`config.mk`:
```
export PLATFORM = sky130hd
export DESIGN_NAME = ctzk_ctrl
export DESIGN_NICKNAME = d
export VERILOG_FILES = /design/src/rtl/ctzk_pkg.sv /design/src/rtl/ctzk_ctrl.sv
export SDC_FILE = /design/constraint.sdc
export NUM_CORES = 1
export LEC_CHECK = 0
export ABC_AREA = 1
export BUFFER_PORTS_ARGS = -buffer_cell sky130_fd_sc_hd__buf_2
export CORE_AREA = 2 2 39 41
export CTS_CLUSTER_SIZE = 16
export DETAILED_ROUTE_END_ITERATION = 16
export DIE_AREA = 0 0 41 43
export PLACE_DENSITY = 0.4
export SYNTH_ARGS = -nofsm -noshare
export SYNTH_HDL_FRONTEND = slang
export SYNTH_SLANG_ARGS = --single-unit
```
`constraint.sdc`:
```
create_clock -name clk -period 2 [get_ports clk]
set_clock_uncertainty 0.05 [all_clocks]
set_input_delay 0.1 -clock clk [delete_from_list [all_inputs] [get_ports clk]]
set_output_delay 0.1 -clock clk [all_outputs]
set_load 0.03 [all_outputs]
```
`src/rtl/ctzk_pkg.sv`:
```
// ----------------------------------------------------------------------------
// ctzk_pkg
// Shared types and constants for the closest-to-zero top-k selection block.
// ----------------------------------------------------------------------------
package ctzk_pkg;

	// Item command codes
	localparam logic CMD_ADD  = 1'b0;
	localparam logic CMD_DUMP = 1'b1;

	// Width of a saturated energy magnitude
	localparam int unsigned MAG_W = 31;

	// Input item: signed Q8.24 energy, unsigned Q0.32 linewidth
	typedef struct packed {
		logic               command;
		logic signed [31:0] energy;
		logic        [31:0] linewidth;
	} in_t;

	// Result item
	typedef struct packed {
		logic               entry_valid;
		logic signed [31:0] held_energy;
		logic        [31:0] held_linewidth;
		logic               last;
	} out_t;

	// Controller to datapath commands
	typedef struct packed {
		logic load;
		logic insert;
		logic emit_entry;
		logic emit_empty;
	} ctrl_cmd_t;

	// Datapath to controller status
	typedef struct packed {
		logic empty;
		logic dump_last;
	} dp_status_t;

endpackage

```
`src/rtl/ctzk_ctrl.sv`:
```
// ----------------------------------------------------------------------------
// ctzk_ctrl
// Controller: sequences item acceptance, the insert cycle and dump output.
// ----------------------------------------------------------------------------
module ctzk_ctrl (
	input  logic                  clk,
	input  logic                  arst_n,
	input  logic                  start,
	input  logic                  command,
	input  ctzk_pkg::dp_status_t  status,
	output ctzk_pkg::ctrl_cmd_t   cmd,
	output logic                  busy
);

	localparam logic [1:0] ST_IDLE   = 2'd0;
	localparam logic [1:0] ST_INSERT = 2'd1;
	localparam logic [1:0] ST_DUMP   = 2'd2;

	logic [1:0] state_q;
	logic [1:0] state_d;
	logic       accept;

	assign busy   = (state_q != ST_IDLE);
	assign accept = start && (state_q == ST_IDLE);

	// Decode commands and next state
	always_comb begin
		cmd     = '0;
		state_d = state_q;
		case (state_q)
			ST_IDLE: begin
				if (accept) begin
					cmd.load = 1'b1;
					if (command == ctzk_pkg::CMD_ADD) begin
						state_d = ST_INSERT;
					end else if (status.empty) begin
						cmd.emit_empty = 1'b1;
					end else begin
						state_d = ST_DUMP;
					end
				end
			end
			ST_INSERT: begin
				cmd.insert = 1'b1;
				state_d    = ST_IDLE;
			end
			ST_DUMP: begin
				cmd.emit_entry = 1'b1;
				if (status.dump_last) begin
					state_d = ST_IDLE;
				end
			end
			default: begin
				state_d = ST_IDLE;
			end
		endcase
	end

	// Advance state
	always_ff @(posedge clk or negedge arst_n) begin
		if (!arst_n) begin
			state_q <= ST_IDLE;
		end else begin
			state_q <= state_d;
		end
	end

	// An insert always returns to idle
	a_insert_one_cycle: assert property (@(posedge clk) disable iff (!arst_n)
		(state_q == ST_INSERT) |=> (state_q == ST_IDLE))
		else $error("insert did not finish in one cycle");

	// Only one output command per cycle
	a_emit_exclusive: assert property (@(posedge clk) disable iff (!arst_n)
		!(cmd.emit_entry && cmd.emit_empty))
		else $error("entry and empty results emitted together");

	// Empty dump never enters the dump state
	a_empty_stays_idle: assert property (@(posedge clk) disable iff (!arst_n)
		cmd.emit_empty |=> (state_q == ST_IDLE))
		else $error("empty dump left idle");

endmodule

```
==> results by group <==
Timing
  • Relative slew margins: 86.9%
  • Post-Route Setup TNS: 0 ns
  • FMAX: 721 MHz
  • Final min period: 1.39 ns
  • Worst slew pin tran: 0.195 ns
  • Period Utilization, post-route: 69.4%
  • RSZ-0062 raised after global routing: no
  • Final setup violation count: 0
  • Slew Limit Fails: 0
  • Hold Fails Final Rpt: 0

GRT
  • Largest net degree at the start of global routing: 6
  • Total track usage: 5.72%
  • Initial antenna violation count: 0
  • Number of global-route vias before repair: 158
  • First-pass GRT wire length: 558 um
  • Total grt overflow: 0

Power and ir drop
  • Leakage: 0.148 nW
  • VDD IR max: 255 uV
  • Pwr Total: 206 uW
  • Pwr/cell area: 838 mW/mm^2

Clock tree
  • # resized after CTS: 0
  • CTS tree: yes
  • Reg clk slew, reported paths: 0.03 ns
  • Setup Fix Bufs, Post-CTS: 0
  • CTS root buf: clkbuf_4
  • Clock Sinks: 2
  • Max Root-Sink Buffers: 2
  • Clock latency on the worst-skew pair: 0.22 ns
  • H-tree depth: 1
  • Total CTS buffers: 3

Placed design
  • Routability congestion estimate: 0.591
  • Inst Count DP: 46
  • Post-detail-place hpwl: 278 um
  • I/O Buffers: 10

Setup path
  • Worst EP required: 1.85 ns
  • Worst Path Arrival: 1.24 ns
  • Critical Path Sink Type: output pin
  • Crit path launch type: input pin
  • CP Max Fanout: 2
  • Critical path class: input pin to output pin

Floorplanning
  • # IOs: 11
  • Row count: 14
  • Floorplan core area: 0.00138 mm^2
  • Die Wd: 41 um
  • Initial core utilization: 9.58%
  • Die height: 43 um
  • Die footprint: 0.00176 mm^2

Job
  • Max_cap viols: 0

Yosys
  • Cell area after synthesis: 133 um^2
  • Register area share after synthesis: 37.7%
  • Synth unique cells: 10
  • Net Count, Synth: 26
  • Syn avg cell area: 6.63 um^2
  • Synthesis-stage register bit count: 2
  • Warnings from Yosys: 0
  • Mapped Cells: 20

Layout
  • Largest register FFs: 2
  • Fin cells: 51
  • Final Net Count: 43
  • Top reg by flops: state_q
  • Share of cells above drive strength 1: 45.7%
  • Area Growth Syn to Fin: 84.9%
  • Antenna diodes: 0
  • Final core utilization: 17.7%
  • Commonest non-fill, non-tap cells in the layout: buf_2 (10), nor2_1 (5), inv_1 (4)
  • Largest registers: state_q x2
  • Commonest non-fill, non-tap cell in the layout: buf_2

Detailed routing
  • Final ANT Viol Nets: 0
  • Via count: 159
  • Pre-antenna DRT Iters: 1
  • Final WL: 346 um
  • Routed vias/inst: 3.12
  • 1st-iter DRT viols: 0
  • DRC: 0
  • Wire length per cell: 6.78 um

Hold path
  • Worst hold path class: input pin to register

Run status
  • Status: finished clean
==> power by group <==
| group | total [mW] | internal [mW] | switching, mW |
|---|---|---|---|
| sequential | 0.0490 | 0.0449 | 0.00411 |
| combinational | 0.0677 | 0.0223 | 0.0454 |
| clock | 0.0887 | 0.0662 | 0.0226 |
==> synth_stat cells <==
| cell type | instances | area, um^2 |
|---|---|---|
| nand3_1 | 1 | 5.00 |
| nor3_1 | 1 | 5.00 |
| inv_1 | 4 | 15.0 |
| nor2_1 | 5 | 18.8 |
| nand4_1 | 1 | 6.26 |
| nand2_1 | 2 | 7.51 |
| nor4_1 | 1 | 6.26 |
| dfrtp_1 | 2 | 50.1 |
| nand2_4 | 1 | 11.3 |
| inv_2 | 2 | 7.51 |
==> worst max-delay path, stage by stage <==
cell and delay [ns]:
dlygate4sd3_1 0.51, buf_2 0.10, inv_1 0.04, nor4_1 0.24, buf_2 0.24
==> path summary, 6_finish.rpt <==
kind                            cells past startpoint         end  slack [ns]        from
worst min register to register                      3  state_q[0]        0.55  state_q[0]
worst max register to register                      4  state_q[1]        1.11  state_q[1]
worst min-delay path                                4  state_q[1]        0.10   status[1]
max in group asynchronous                           2  state_q[0]        1.66      arst_n
worst max-delay path                                5      cmd[0]        0.61     command
min in group asynchronous                           2  state_q[1]        0.14      arst_n
==> metal layers <==
metal,share of wire (%),global-route usage (%),wire (um)
met4,0,10.0,0
met1,47,5.79,161
met3,8.4,3.14,29
met5,0,0,0
met2,45,5.63,155
==> what timing repair did <==
action | in CTS | in global routing
setup endpoints to repair | 0 | 0
hold buffers | 2 | 0
hold endpoints to repair | 3 | 0
==> stage by stage <==
step / worst slack, ns / instance area, um^2 / hold slack (ns)
2_1_floorplan: 0.368 / 133 / -0.246
4_1_cts: 0.607 / 245 / 0.0949
3_3_place_gp: 0.884 / 203 / -0.160
6_report: 0.612 / 245 / 0.103
5_1_grt: 0.547 / 245 / 0.115
3_5_place_dp: 0.935 / 203 / -0.159
==> cells by family after synthesis <==
family                 after synthesis  share of synthesized area (%)
and+or+nand+nor                     12                           45.3
buffers and inverters                6                           17.0
DFF                                  2                           37.7
==> final cells by class <==
class                      instances  area (um^2)
fill                             156         1140
inverter                           6         22.5
tap                               16         20.0
clock buffer                       3         22.5
timing repair buffer              12         70.1
sequential                         2         50.0
multi-input combinational         12         60.1
Power figures use the tool's default switching activity.
